==> src/hw/rtl/wavdac_pkg.sv <==
package wavdac_pkg;

	// Parser phases
	localparam logic [2:0] PH_RIFF = 3'd0;
	localparam logic [2:0] PH_CHDR = 3'd1;
	localparam logic [2:0] PH_FMT  = 3'd2;
	localparam logic [2:0] PH_SKIP = 3'd3;
	localparam logic [2:0] PH_PAD  = 3'd4;
	localparam logic [2:0] PH_DATA = 3'd5;
	localparam logic [2:0] PH_DONE = 3'd6;

	// Chunk tags, little-endian as they arrive on the byte stream
	localparam logic [31:0] TAG_RIFF = 32'h4646_4952;
	localparam logic [31:0] TAG_WAVE = 32'h4556_4157;
	localparam logic [31:0] TAG_FMT  = 32'h2074_6D66;
	localparam logic [31:0] TAG_DATA = 32'h6174_6164;

	// Result kinds
	localparam logic [1:0] KIND_AUDIO  = 2'd0;
	localparam logic [1:0] KIND_HEADER = 2'd1;
	localparam logic [1:0] KIND_ERROR  = 2'd2;

	// Error codes
	localparam logic [1:0] ERR_NOT_WAVE = 2'd0;
	localparam logic [1:0] ERR_NOT_PCM  = 2'd1;
	localparam logic [1:0] ERR_NOT_16B  = 2'd2;
	localparam logic [1:0] ERR_MISSING  = 2'd3;

	localparam int OFF_W = 5;

	localparam logic [OFF_W-1:0] RIFF_HDR_LEN  = 5'd12;
	localparam logic [OFF_W-1:0] RIFF_LEN_OFF  = 5'd8;
	localparam logic [OFF_W-1:0] TAG_LEN       = 5'd4;
	localparam logic [OFF_W-1:0] CHUNK_HDR_LEN = 5'd8;
	localparam logic [OFF_W-1:0] FMT_LEN       = 5'd16;
	localparam logic [31:0]      FMT_MIN_LEN   = 32'd16;

	localparam logic [15:0] FMT_PCM       = 16'd1;
	localparam logic [15:0] FMT_BITS16    = 16'd16;
	localparam logic [15:0] CH_RESET      = 16'd1;
	localparam logic [31:0] RATE_RESET    = 32'd44100;

	localparam logic [16:0] GAIN_RESET    = 17'd32768;
	localparam logic [16:0] GAIN_MAX      = 17'd65536;
	localparam logic [15:0] DAC_MID       = 16'h8000;
	localparam logic signed [33:0] Q15_BIAS  = 34'sd32767;
	localparam logic signed [33:0] S16_MAX   = 34'sd32767;
	localparam logic signed [33:0] S16_MIN   = -34'sd32768;

	typedef struct packed {
		logic [1:0]  kind;
		logic [15:0] sample;
		logic [15:0] channels;
		logic [31:0] rate;
		logic [1:0]  err;
	} res_t;

endpackage

==> src/hw/rtl/wavdac_parser.sv <==
module wavdac_parser (
	input  logic              clk,
	input  logic              arst_n,
	input  logic              go,
	input  logic [7:0]        data_byte,
	input  logic              first_byte,
	input  logic              last_byte,
	output logic              res_valid,
	output wavdac_pkg::res_t  res
);
	import wavdac_pkg::*;

	logic [2:0]       phase_q, c_phase, nx_phase;
	logic [OFF_W-1:0] off_q, c_off, nx_off;
	logic [31:0]      len_q, c_len, nx_len;
	logic [31:0]      tag_q, c_tag, nx_tag;
	logic [31:0]      fs_q, c_fs, nx_fs;
	logic             fmt_seen_q, c_fmt_seen, nx_fmt_seen;
	logic [15:0]      ch_q, c_ch, nx_ch;
	logic [31:0]      rate_q, c_rate, nx_rate;
	logic [31:0]      pay_q, c_pay, nx_pay;
	logic [15:0]      fsamp_q, c_fsamp, nx_fsamp;
	logic [1:0]       fbi_q, c_fbi, nx_fbi;

	logic [4:0]  sh;
	logic [15:0] word;
	logic [16:0] sum;
	logic [16:0] sum_adj;

	always_comb begin
		// A first byte restarts parsing before the byte itself is used.
		c_phase    = first_byte ? PH_RIFF    : phase_q;
		c_off      = first_byte ? '0         : off_q;
		c_len      = first_byte ? '0         : len_q;
		c_tag      = first_byte ? '0         : tag_q;
		c_fs       = first_byte ? '0         : fs_q;
		c_fmt_seen = first_byte ? 1'b0       : fmt_seen_q;
		c_ch       = first_byte ? CH_RESET   : ch_q;
		c_rate     = first_byte ? RATE_RESET : rate_q;
		c_pay      = first_byte ? '0         : pay_q;
		c_fsamp    = first_byte ? '0         : fsamp_q;
		c_fbi      = first_byte ? '0         : fbi_q;

		nx_phase    = c_phase;
		nx_off      = c_off;
		nx_len      = c_len;
		nx_tag      = c_tag;
		nx_fs       = c_fs;
		nx_fmt_seen = c_fmt_seen;
		nx_ch       = c_ch;
		nx_rate     = c_rate;
		nx_pay      = c_pay;
		nx_fsamp    = c_fsamp;
		nx_fbi      = c_fbi;

		res_valid    = 1'b0;
		res          = '0;
		res.kind     = KIND_AUDIO;

		sh      = {c_off[1:0], 3'b000};
		word    = {data_byte, c_fs[7:0]};
		sum     = {c_fsamp[15], c_fsamp} + {word[15], word};
		sum_adj = sum + {16'd0, sum[16]};

		unique case (c_phase)
			PH_RIFF: begin
				if (c_off < TAG_LEN) begin
					nx_tag = c_tag | (32'(data_byte) << sh);
				end else if (c_off >= RIFF_LEN_OFF) begin
					nx_len = c_len | (32'(data_byte) << sh);
				end
				nx_off = c_off + 1'b1;
				if (nx_off >= RIFF_HDR_LEN) begin
					if (nx_tag == TAG_RIFF && nx_len == TAG_WAVE) begin
						nx_phase = PH_CHDR;
						nx_off   = '0;
						nx_tag   = '0;
						nx_len   = '0;
					end else begin
						res_valid = 1'b1;
						res.kind  = KIND_ERROR;
						res.err   = ERR_NOT_WAVE;
						nx_phase  = PH_DONE;
					end
				end
			end
			PH_CHDR: begin
				if (c_off < TAG_LEN) begin
					nx_tag = c_tag | (32'(data_byte) << sh);
				end else begin
					nx_len = c_len | (32'(data_byte) << sh);
				end
				nx_off = c_off + 1'b1;
				if (nx_off >= CHUNK_HDR_LEN) begin
					nx_off = '0;
					if (nx_tag == TAG_FMT && nx_len >= FMT_MIN_LEN) begin
						nx_phase = PH_FMT;
						nx_fs    = '0;
					end else if (nx_tag == TAG_DATA) begin
						res_valid = 1'b1;
						if (!c_fmt_seen) begin
							res.kind = KIND_ERROR;
							res.err  = ERR_MISSING;
							nx_phase = PH_DONE;
						end else begin
							res.kind     = KIND_HEADER;
							res.channels = c_ch;
							res.rate     = c_rate;
							nx_pay       = nx_len;
							nx_fbi       = '0;
							nx_phase     = (nx_len != '0) ? PH_DATA : PH_DONE;
						end
					end else begin
						nx_pay = nx_len;
						if (nx_len != '0) begin
							nx_phase = PH_SKIP;
						end else begin
							nx_phase = PH_CHDR;
							nx_tag   = '0;
							nx_len   = '0;
						end
					end
				end
			end
			PH_FMT: begin
				case (c_off[3:0])
					4'd0:  nx_fs          = {24'd0, data_byte};
					4'd1:  nx_fs[15:8]    = data_byte;
					4'd2:  nx_ch          = {8'd0, data_byte};
					4'd3:  nx_ch[15:8]    = data_byte;
					4'd4:  nx_rate        = {24'd0, data_byte};
					4'd5:  nx_rate[15:8]  = data_byte;
					4'd6:  nx_rate[23:16] = data_byte;
					4'd7:  nx_rate[31:24] = data_byte;
					4'd14: nx_fs[23:16]   = data_byte;
					4'd15: nx_fs[31:24]   = data_byte;
					default: ;
				endcase
				nx_off = c_off + 1'b1;
				if (nx_off >= FMT_LEN) begin
					nx_off = '0;
					if (nx_fs[15:0] != FMT_PCM) begin
						res_valid = 1'b1;
						res.kind  = KIND_ERROR;
						res.err   = ERR_NOT_PCM;
						nx_phase  = PH_DONE;
					end else if (nx_fs[31:16] != FMT_BITS16) begin
						res_valid = 1'b1;
						res.kind  = KIND_ERROR;
						res.err   = ERR_NOT_16B;
						nx_phase  = PH_DONE;
					end else begin
						nx_fmt_seen = 1'b1;
						nx_pay      = c_len - FMT_MIN_LEN;
						if (nx_pay != '0) begin
							nx_phase = PH_SKIP;
						end else if (c_len[0]) begin
							nx_phase = PH_PAD;
						end else begin
							nx_phase = PH_CHDR;
							nx_tag   = '0;
							nx_len   = '0;
						end
					end
				end
			end
			PH_SKIP: begin
				nx_pay = c_pay - 1'b1;
				if (nx_pay == '0) begin
					if (c_len[0]) begin
						nx_phase = PH_PAD;
					end else begin
						nx_phase = PH_CHDR;
						nx_off   = '0;
						nx_tag   = '0;
						nx_len   = '0;
					end
				end
			end
			PH_PAD: begin
				nx_phase = PH_CHDR;
				nx_off   = '0;
				nx_tag   = '0;
				nx_len   = '0;
			end
			PH_DATA: begin
				nx_pay = c_pay - 1'b1;
				case (c_fbi)
					2'd0: begin
						nx_fs  = {24'd0, data_byte};
						nx_fbi = 2'd1;
					end
					2'd1: begin
						if (c_ch == CH_RESET) begin
							res_valid  = 1'b1;
							res.sample = word;
							nx_fbi     = 2'd0;
						end else begin
							nx_fsamp = word;
							nx_fbi   = 2'd2;
						end
					end
					2'd2: begin
						nx_fs  = {24'd0, data_byte};
						nx_fbi = 2'd3;
					end
					default: begin
						// Stereo mix: average with truncation toward zero.
						res_valid  = 1'b1;
						res.sample = sum_adj[16:1];
						nx_fbi     = 2'd0;
					end
				endcase
				if (nx_pay == '0) begin
					nx_phase = PH_DONE;
				end
			end
			default: ;
		endcase

		if (last_byte && nx_phase != PH_DONE) begin
			if (nx_phase == PH_DATA) begin
				nx_phase = PH_DONE;
			end else begin
				res_valid    = 1'b1;
				res.kind     = KIND_ERROR;
				res.sample   = '0;
				res.channels = '0;
				res.rate     = '0;
				res.err      = (nx_phase == PH_RIFF) ? ERR_NOT_WAVE : ERR_MISSING;
				nx_phase     = PH_DONE;
			end
		end
	end

	always_ff @(posedge clk or negedge arst_n) begin
		if (!arst_n) begin
			phase_q    <= PH_RIFF;
			off_q      <= '0;
			len_q      <= '0;
			tag_q      <= '0;
			fs_q       <= '0;
			fmt_seen_q <= 1'b0;
			ch_q       <= CH_RESET;
			rate_q     <= RATE_RESET;
			pay_q      <= '0;
			fsamp_q    <= '0;
			fbi_q      <= '0;
		end else if (go) begin
			phase_q    <= nx_phase;
			off_q      <= nx_off;
			len_q      <= nx_len;
			tag_q      <= nx_tag;
			fs_q       <= nx_fs;
			fmt_seen_q <= nx_fmt_seen;
			ch_q       <= nx_ch;
			rate_q     <= nx_rate;
			pay_q      <= nx_pay;
			fsamp_q    <= nx_fsamp;
			fbi_q      <= nx_fbi;
		end
	end

`ifndef SYNTHESIS
	a_fmt_len: assert property (@(posedge clk) disable iff (!arst_n)
		phase_q == PH_FMT |-> len_q >= FMT_MIN_LEN)
		else $error("fmt body entered with a short chunk length");

	a_skip_left: assert property (@(posedge clk) disable iff (!arst_n)
		(phase_q == PH_SKIP || phase_q == PH_DATA) |-> pay_q != '0)
		else $error("body phase with no bytes left");

	a_off_range: assert property (@(posedge clk) disable iff (!arst_n)
		phase_q == PH_CHDR |-> off_q < CHUNK_HDR_LEN)
		else $error("chunk header offset out of range");
`endif

endmodule

==> src/hw/rtl/wavdac_scaler.sv <==
module wavdac_scaler (
	input  logic              clk,
	input  logic              arst_n,
	input  logic              cfg_we,
	input  logic [16:0]       cfg_wdata,
	input  logic              load,
	input  wavdac_pkg::res_t  res,
	output logic [1:0]        kind,
	output logic [15:0]       left_out,
	output logic [15:0]       right_out,
	output logic [15:0]       channel_count,
	output logic [31:0]       rate_hz,
	output logic [1:0]        error_code
);
	import wavdac_pkg::*;

	logic [16:0]        gain_q;
	logic [16:0]        gain_c;
	logic signed [15:0] smp;
	logic signed [17:0] gs;
	logic signed [33:0] prod;
	logic signed [33:0] quo;
	logic [15:0]        clip;
	logic [15:0]        dac;

	always_ff @(posedge clk or negedge arst_n) begin
		if (!arst_n) begin
			gain_q <= GAIN_RESET;
		end else if (cfg_we) begin
			gain_q <= cfg_wdata;
		end
	end

	always_comb begin
		gain_c = (gain_q > GAIN_MAX) ? GAIN_MAX : gain_q;
		smp    = $signed(res.sample);
		gs     = $signed({1'b0, gain_c});
		prod   = 34'(smp) * 34'(gs);
		// Divide by 32768 with truncation toward zero: bias negatives first.
		quo    = (prod + (prod[33] ? Q15_BIAS : 34'sd0)) >>> 15;
		if (quo > S16_MAX) begin
			clip = 16'h7FFF;
		end else if (quo < S16_MIN) begin
			clip = 16'h8000;
		end else begin
			clip = quo[15:0];
		end
		dac = clip ^ DAC_MID;
	end

	always_ff @(posedge clk) begin
		if (load) begin
			kind          <= res.kind;
			left_out      <= (res.kind == KIND_AUDIO) ? dac : DAC_MID;
			right_out     <= (res.kind == KIND_AUDIO) ? dac : DAC_MID;
			channel_count <= res.channels;
			rate_hz       <= res.rate;
			error_code    <= res.err;
		end
	end

endmodule

==> src/hw/rtl/wav_pcm16_stream_to_dac_frames_top.sv <==
// Channel   Direction  Handshake            Payload
// in        sink       in_valid/in_ready    data_byte, first_byte, last_byte
// out       source     out_valid/out_ready  kind, left_out, right_out,
//                                           channel_count, rate_hz, error_code
// cfg       sink       cfg_we (no wait)     cfg_wdata (playback gain)
//
// One byte is accepted per cycle when the output side keeps up.
// A request passes an input register, the chunk parser into a result register,
// and the scaler's multiply and clip into the output register, which drives
// out_valid; bytes that give no result stop at the parser.
// Reset clears the parse state and sets the gain to unity.
// A stalled output register backs up through the stages; in_ready drops only
// when all three stages hold a request.
module wav_pcm16_stream_to_dac_frames_top (
	input  logic        clk,
	input  logic        arst_n,
	input  logic        in_valid,
	output logic        in_ready,
	input  logic [7:0]  data_byte,
	input  logic        first_byte,
	input  logic        last_byte,
	output logic        out_valid,
	input  logic        out_ready,
	output logic [1:0]  kind,
	output logic [15:0] left_out,
	output logic [15:0] right_out,
	output logic [15:0] channel_count,
	output logic [31:0] rate_hz,
	output logic [1:0]  error_code,
	input  logic        cfg_we,
	input  logic [16:0] cfg_wdata
);
	import wavdac_pkg::*;

	logic       v_s1, v_s2, v_s3;
	logic [7:0] byte_s1;
	logic       first_s1, last_s1;
	res_t       res_nx, res_s2;
	logic       res_nx_valid;
	logic       s3_free, s2_free, s1_go, s3_load;

	assign s3_free  = !v_s3 || out_ready;
	assign s2_free  = !v_s2 || s3_free;
	assign s1_go    = v_s1 && s2_free;
	assign in_ready = !v_s1 || s2_free;
	assign s3_load  = v_s2 && s3_free;
	assign out_valid = v_s3;

	always_ff @(posedge clk or negedge arst_n) begin
		if (!arst_n) begin
			v_s1 <= 1'b0;
			v_s2 <= 1'b0;
			v_s3 <= 1'b0;
		end else begin
			if (in_ready) begin
				v_s1 <= in_valid;
			end
			// Bytes that give no result leave no bubble-holding entry behind.
			if (s2_free) begin
				v_s2 <= s1_go && res_nx_valid;
			end
			if (s3_free) begin
				v_s3 <= v_s2;
			end
		end
	end

	always_ff @(posedge clk) begin
		if (in_valid && in_ready) begin
			byte_s1  <= data_byte;
			first_s1 <= first_byte;
			last_s1  <= last_byte;
		end
		if (s1_go) begin
			res_s2 <= res_nx;
		end
	end

	wavdac_parser u_parser (
		.clk        (clk),
		.arst_n     (arst_n),
		.go         (s1_go),
		.data_byte  (byte_s1),
		.first_byte (first_s1),
		.last_byte  (last_s1),
		.res_valid  (res_nx_valid),
		.res        (res_nx)
	);

	wavdac_scaler u_scaler (
		.clk           (clk),
		.arst_n        (arst_n),
		.cfg_we        (cfg_we),
		.cfg_wdata     (cfg_wdata),
		.load          (s3_load),
		.res           (res_s2),
		.kind          (kind),
		.left_out      (left_out),
		.right_out     (right_out),
		.channel_count (channel_count),
		.rate_hz       (rate_hz),
		.error_code    (error_code)
	);

`ifndef SYNTHESIS
	a_s1_hold: assert property (@(posedge clk) disable iff (!arst_n)
		v_s1 && !s2_free |=> v_s1)
		else $error("input stage dropped a stalled request");

	a_audio_fields: assert property (@(posedge clk) disable iff (!arst_n)
		out_valid && kind == KIND_AUDIO |->
			channel_count == '0 && rate_hz == '0 && error_code == '0)
		else $error("audio frame carries header or error fields");

	a_header_mid: assert property (@(posedge clk) disable iff (!arst_n)
		out_valid && kind != KIND_AUDIO |-> left_out == DAC_MID && right_out == DAC_MID)
		else $error("non-audio result with non-silent samples");

	a_out_hold: assert property (@(posedge clk) disable iff (!arst_n)
		v_s2 && !s3_free |=> v_s2)
		else $error("result stage lost a request under stall");
`endif

endmodule
==> config.mk <==
export PLATFORM = sky130hd
export DESIGN_NAME = wav_pcm16_stream_to_dac_frames_top
export DESIGN_NICKNAME = d
export VERILOG_FILES = /design/src/hw/rtl/wavdac_pkg.sv /design/src/hw/rtl/wavdac_parser.sv /design/src/hw/rtl/wavdac_scaler.sv /design/src/hw/rtl/wav_pcm16_stream_to_dac_frames_top.sv
export SDC_FILE = /design/constraint.sdc
export NUM_CORES = 2
export LEC_CHECK = 0
export BUFFER_PORTS_ARGS = -buffer_cell sky130_fd_sc_hd__buf_2
export CAP_MARGIN = 20
export CORE_ASPECT_RATIO = 2
export CORE_MARGIN = 1.5
export CORE_UTILIZATION = 50
export DETAILED_ROUTE_END_ITERATION = 10
export HOLD_SLACK_MARGIN = 0.15
export PLACE_DENSITY = 0.74
export REMOVE_ABC_BUFFERS = 1
export SYNTH_ARGS = -nofsm -noshare
export SYNTH_HDL_FRONTEND = slang
export SYNTH_SLANG_ARGS = --single-unit
==> constraint.sdc <==
create_clock -name clk -period 11.5 [get_ports clk]
set_clock_uncertainty 0.05 [all_clocks]
set_input_delay 1.15 -clock clk [delete_from_list [all_inputs] [get_ports clk]]
set_output_delay 1.15 -clock clk [all_outputs]
set_load 0.02 [all_outputs]
==> run_summary.xml <==
<?xml version="1.0" encoding="UTF-8"?>
<metrics>
  <group name="run_status">
    <metric name="run_status" unit="">finished, final reports clean</metric>
  </group>
  <group name="placed_design">
    <metric name="port_buffers" unit="">117</metric>
    <metric name="place_congestion" unit="">1.025</metric>
    <metric name="dpl.hpwl" unit="mm">85.75</metric>
  </group>
  <group name="finish">
    <metric name="n_fill_cell" unit="">5825</metric>
    <metric name="layout-area-overhead-vs-synth" unit="%">9.417</metric>
    <metric name="final_core_util" unit="%">55.38</metric>
    <metric name="final_layout_size_suffix_gt1_share" unit="%">11.16</metric>
    <metric name="total_number_of_nets_in_the_final_design" unit="">4005</metric>
  </group>
  <group name="critical_path">
    <metric name="crit_required" unit="ns">11.87</metric>
    <metric name="critical_path.endpoint_type" unit="">flip-flop</metric>
    <metric name="critical_path_peak_fanout" unit="">59</metric>
    <metric name="worst-r2r-cell-count" unit="">37</metric>
    <metric name="critical_path_arrival" unit="ns">11.01</metric>
    <metric name="rr_startpoint" unit="">u_scaler.gain_q[11]$_DFFE_PN0P_</metric>
    <metric name="cpMaxStageDelayCell" unit="">sky130_fd_sc_hd__fa_1</metric>
    <metric name="start_kind" unit="">flip-flop</metric>
    <metric name="worst-r2r-setup-slack" unit="ns">0.86</metric>
    <metric name="crit_type" unit="">flip-flop to flip-flop</metric>
    <metric name="crit_path_end" unit="">u_scaler.left_out[7]$_SDFFCE_PP0P_</metric>
    <metric name="timing.critical_path.from" unit="">u_scaler.gain_q[11]$_DFFE_PN0P_</metric>
    <metric name="critical_path.most_common_cell" unit="">sky130_fd_sc_hd__fa_1</metric>
    <metric name="regToRegEndpoint" unit="">u_scaler.left_out[7]$_SDFFCE_PP0P_</metric>
    <metric name="timing.critical_path.slowest_cell_delay" unit="ns">0.54</metric>
  </group>
  <group name="grt">
    <metric name="global_route.usage.total" unit="%">35.87</metric>
    <metric name="wire_length_of_the_first_global_routing_pass" unit="mm">178.0</metric>
    <metric name="antenna_violations_before_repair" unit="">8</metric>
    <metric name="number_of_global_route_vias_before_repair" unit="">29710</metric>
    <metric name="grt-ovfl-total" unit="">0</metric>
    <metric name="grt_max_degree" unit="">132</metric>
  </group>
  <group name="synth">
    <metric name="synth.avg_cell_area" unit="sq um">9.040</metric>
    <metric name="async_flop_share" unit="%">60.43</metric>
    <metric name="synth_compound_area_share" unit="%">19.70</metric>
    <metric name="synth_top_family_by_area" unit="">simple AND/OR/NAND/NOR gates</metric>
    <metric name="synthTopCellsByArea" unit="">sky130_fd_sc_hd__dfrtp_1 17%, sky130_fd_sc_hd__edfxtp_1 14%, sky130_fd_sc_hd__fa_1 13%</metric>
    <metric name="post_synthesis_sequential_element_count" unit="">369</metric>
    <metric name="sequential_element_share_of_the_synthesized_area" unit="%">30.83</metric>
    <metric name="synth_largest_type_area_fraction" unit="%">16.63</metric>
    <metric name="ys_dominant_reg_cell" unit="">sky130_fd_sc_hd__dfrtp_1</metric>
    <metric name="syn_area" unit="sq um">32350</metric>
    <metric name="post_synth_mux_area_share" unit="%">0.9707</metric>
    <metric name="yosysWarningCount" unit="">0</metric>
    <metric name="yosysUniqueCellTypes" unit="">101</metric>
    <metric name="yosys.area_share.simple" unit="%">20.38</metric>
    <metric name="yosys.area_share.adder" unit="%">18.96</metric>
    <metric name="yosys.area_share.xor_xnor" unit="%">2.220</metric>
    <metric name="synth_cells" unit="">3579</metric>
    <metric name="synth_area_leader_cell" unit="">sky130_fd_sc_hd__dfrtp_1</metric>
    <metric name="post_synth_edffs" unit="">146</metric>
  </group>
  <group name="floorplanning">
    <metric name="dieArea" unit="sq um">66330</metric>
    <metric name="io-pin-count" unit="">118</metric>
    <metric name="fp.dieH" unit="um">362.7</metric>
    <metric name="floorplan.die.width" unit="um">182.9</metric>
    <metric name="placement_rows" unit="">131</metric>
    <metric name="initial_standard_cell_utilization_of_the_core" unit="%">50.61</metric>
    <metric name="core_region_area" unit="sq um">63920</metric>
  </group>
  <group name="detailed_routing">
    <metric name="num_vias" unit="">29660</metric>
    <metric name="drt_first_iter_violations" unit="">3353</metric>
    <metric name="average_vias_per_placed_instance" unit="">6.676</metric>
    <metric name="detail_route.wl_per_cell" unit="um">26.61</metric>
    <metric name="drt_first_pass_iters" unit="">7</metric>
    <metric name="postRouteWirelength" unit="mm">118.2</metric>
    <metric name="remaining_drc_errors" unit="">0</metric>
    <metric name="ant_nets" unit="">0</metric>
  </group>
  <group name="min_path">
    <metric name="min_delay_path_class" unit="">flip-flop to flip-flop</metric>
  </group>
  <group name="clock_tree">
    <metric name="tritoncts_clock_tree" unit="">built</metric>
    <metric name="cts.sink_count" unit="">369</metric>
    <metric name="clock_latency" unit="ns">0.60</metric>
    <metric name="cts.clk_slew.worst_paths" unit="ns">0.06</metric>
    <metric name="tritoncts.num_buffers" unit="">37</metric>
    <metric name="cts_setup_buffers" unit="">0</metric>
    <metric name="htree_levels" unit="">2</metric>
    <metric name="cts.path.max_buffers" unit="">3</metric>
    <metric name="cts_hold_repair.buffers" unit="">0</metric>
    <metric name="clk_root_buffer_cell" unit="">sky130_fd_sc_hd__clkbuf_16</metric>
    <metric name="post_cts_resize_count" unit="">0</metric>
  </group>
  <group name="sta">
    <metric name="timing_hold_violations_final" unit="">0</metric>
    <metric name="drv_slew" unit="">0</metric>
    <metric name="timing_limited_maximum_frequency" unit="MHz">94.01</metric>
    <metric name="fin_tns_setup" unit="ns">0</metric>
    <metric name="tightestPinTransition" unit="ns">1.154</metric>
    <metric name="period_minus_slack" unit="ns">10.64</metric>
    <metric name="finalSetupViolCount" unit="">0</metric>
    <metric name="rsz0062_at_grt" unit="">no</metric>
    <metric name="relSlewSlack" unit="%">20.84</metric>
    <metric name="period_share" unit="%">92.50</metric>
  </group>
  <group name="power">
    <metric name="leak" unit="nW">15.92</metric>
    <metric name="ir_drop" unit="V">0.0002652</metric>
    <metric name="powerDensity" unit="nW/um^2">223.1</metric>
  </group>
  <group name="run">
    <metric name="drv.max_cap_violation_count" unit="">0</metric>
  </group>
</metrics>
==> kinds of logic (layout without fill, tap and decap cells) <==
family | Yosys count | count (layout)
other | 0 | 6
DFF | 369 | 369
adders and majority gates | 365 | 365
buffers and inverters | 564 | 623
AOI/OAI and AO/OA | 917 | 917
xor gates and xnor gates | 82 | 82
muxes | 29 | 29
and+or+nand+nor | 1253 | 1253
==> metal layers <==
metal  global-route usage (%)  vias to the layer above  wire length (um)
met3                    7.230                      627              8817
met1                    34.95                    14460             36750
met4                    32.14                        6             12340
li1                         -                    12870                 -
met2                    63.59                     1691             60260
met5                        0                        -                46
==> per-stage QoR <==
step	instances	hold slack (ns)	cell area [sq um]	total power, mW	setup WS (ns)
after floorplan	3318	0.3503	31250	4.729	0.3697
after global placement	4363	0.3527	33980	6.384	1.166
after detailed placement	4365	0.3545	34000	6.427	0.9408
after CTS	4433	0.3698	35340	7.824	0.8746
after global routing	4437	0.3798	35390	8.370	0.3928
final	4442	0.3686	35400	7.898	0.8629
==> sequential cells by signal, indices dropped and copies added (netlist names), 3 cells and up <==
signal / count
u_parser.tag_q: 32
u_parser.pay_q: 32
u_scaler.channel_count: 16
u_scaler.left_out: 16
u_parser.rate_q: 32
byte_s1: 8
u_parser.ch_q: 16
u_scaler.gain_q: 17
u_parser.off_q: 5
u_parser.fsamp_q: 16
u_scaler.rate_hz: 32
res_s2: 68
u_parser.phase_q: 3
u_parser.len_q: 32
u_parser.fs_q: 32
==> synthesized netlist by cell type (35+ instances only) <==
cell                       count
sky130_fd_sc_hd__nand2_1     346
sky130_fd_sc_hd__inv_1       300
sky130_fd_sc_hd__dfrtp_1     215
sky130_fd_sc_hd__fa_1        209
sky130_fd_sc_hd__clkbuf_1    201
sky130_fd_sc_hd__o21ai_0     195
sky130_fd_sc_hd__a21oi_1     180
sky130_fd_sc_hd__nor2_1      176
sky130_fd_sc_hd__ha_1        155
sky130_fd_sc_hd__edfxtp_1    146
sky130_fd_sc_hd__and3_1      131
sky130_fd_sc_hd__and2_1      120
sky130_fd_sc_hd__a22o_1       81
sky130_fd_sc_hd__nand3_1      79
sky130_fd_sc_hd__nor3_1       73
sky130_fd_sc_hd__nor2b_1      63
sky130_fd_sc_hd__nor4_1       49
sky130_fd_sc_hd__xnor2_1      48
sky130_fd_sc_hd__a31oi_1      44
sky130_fd_sc_hd__a21o_1       35
==> cell type report <==
type,instances,area (sq um),share of cell area [%]
clock inverter,27,374.1,1.057
antenna,6,15.01,0.04241
inverter,303,1140,3.220
timing repair buffer,252,1767,4.991
multi-input combinational,2646,20160,56.95
tap,798,998.5,2.820
sequential,369,9975,28.18
clock buffer,41,972.2,2.746
==> worst min-delay path by stage <==
stage | to | cells after the start | slack, ns | from
finish | u_scaler.rate_hz[1]$_DFFE_PP_ | 0 | 0.37 | res_s2[3]$_DFFE_PP_
floorplan | u_scaler.channel_count[0]$_DFFE_PP_ | 0 | 0.35 | res_s2[34]$_DFFE_PP_
detailed placement | u_scaler.rate_hz[1]$_DFFE_PP_ | 0 | 0.35 | res_s2[3]$_DFFE_PP_
global route | u_scaler.rate_hz[23]$_DFFE_PP_ | 0 | 0.38 | res_s2[25]$_DFFE_PP_
CTS | u_scaler.rate_hz[1]$_DFFE_PP_ | 0 | 0.37 | res_s2[3]$_DFFE_PP_
global placement | u_scaler.rate_hz[27]$_DFFE_PP_ | 0 | 0.35 | res_s2[29]$_DFFE_PP_
==> power by group <==
part	total [mW]	internal, mW	switching (mW)
registers	1.80	1.57	0.229
logic	4.71	1.84	2.87
clock network	1.38	0.782	0.601
==> cells in the final DEF, fill, tap and decap left out, types with 63 or more instances in the layout <==
master                     synthesis  final
sky130_fd_sc_hd__ha_1            155    155
sky130_fd_sc_hd__a22o_1           81     81
sky130_fd_sc_hd__nand2_1         346    344
sky130_fd_sc_hd__nand3_1          79     79
sky130_fd_sc_hd__nor2b_1          63     63
sky130_fd_sc_hd__edfxtp_1        146    146
sky130_fd_sc_hd__nor3_1           73     71
sky130_fd_sc_hd__buf_2            21    116
sky130_fd_sc_hd__and3_1          131    131
sky130_fd_sc_hd__buf_4            19    120
sky130_fd_sc_hd__a21oi_1         180    180
sky130_fd_sc_hd__nor2_1          176    175
sky130_fd_sc_hd__inv_1           300    300
sky130_fd_sc_hd__o21ai_0         195    194
sky130_fd_sc_hd__fa_1            209    209
sky130_fd_sc_hd__dfrtp_1         215    215
sky130_fd_sc_hd__and2_1          120    119
==> critical path: cells and delay by family (launching register included) <==
kind / cells / cell delay (ns)
adder cells (fa/ha/maj): 8 / 3.60
AND/OR/NAND/NOR: 11 / 3.24
AO/OA/AOI/OAI: 10 / 2.33
buffers and inverters: 8 / 0.78
flip-flops: 1 / 0.47
(Power assumes the default switching activity.)
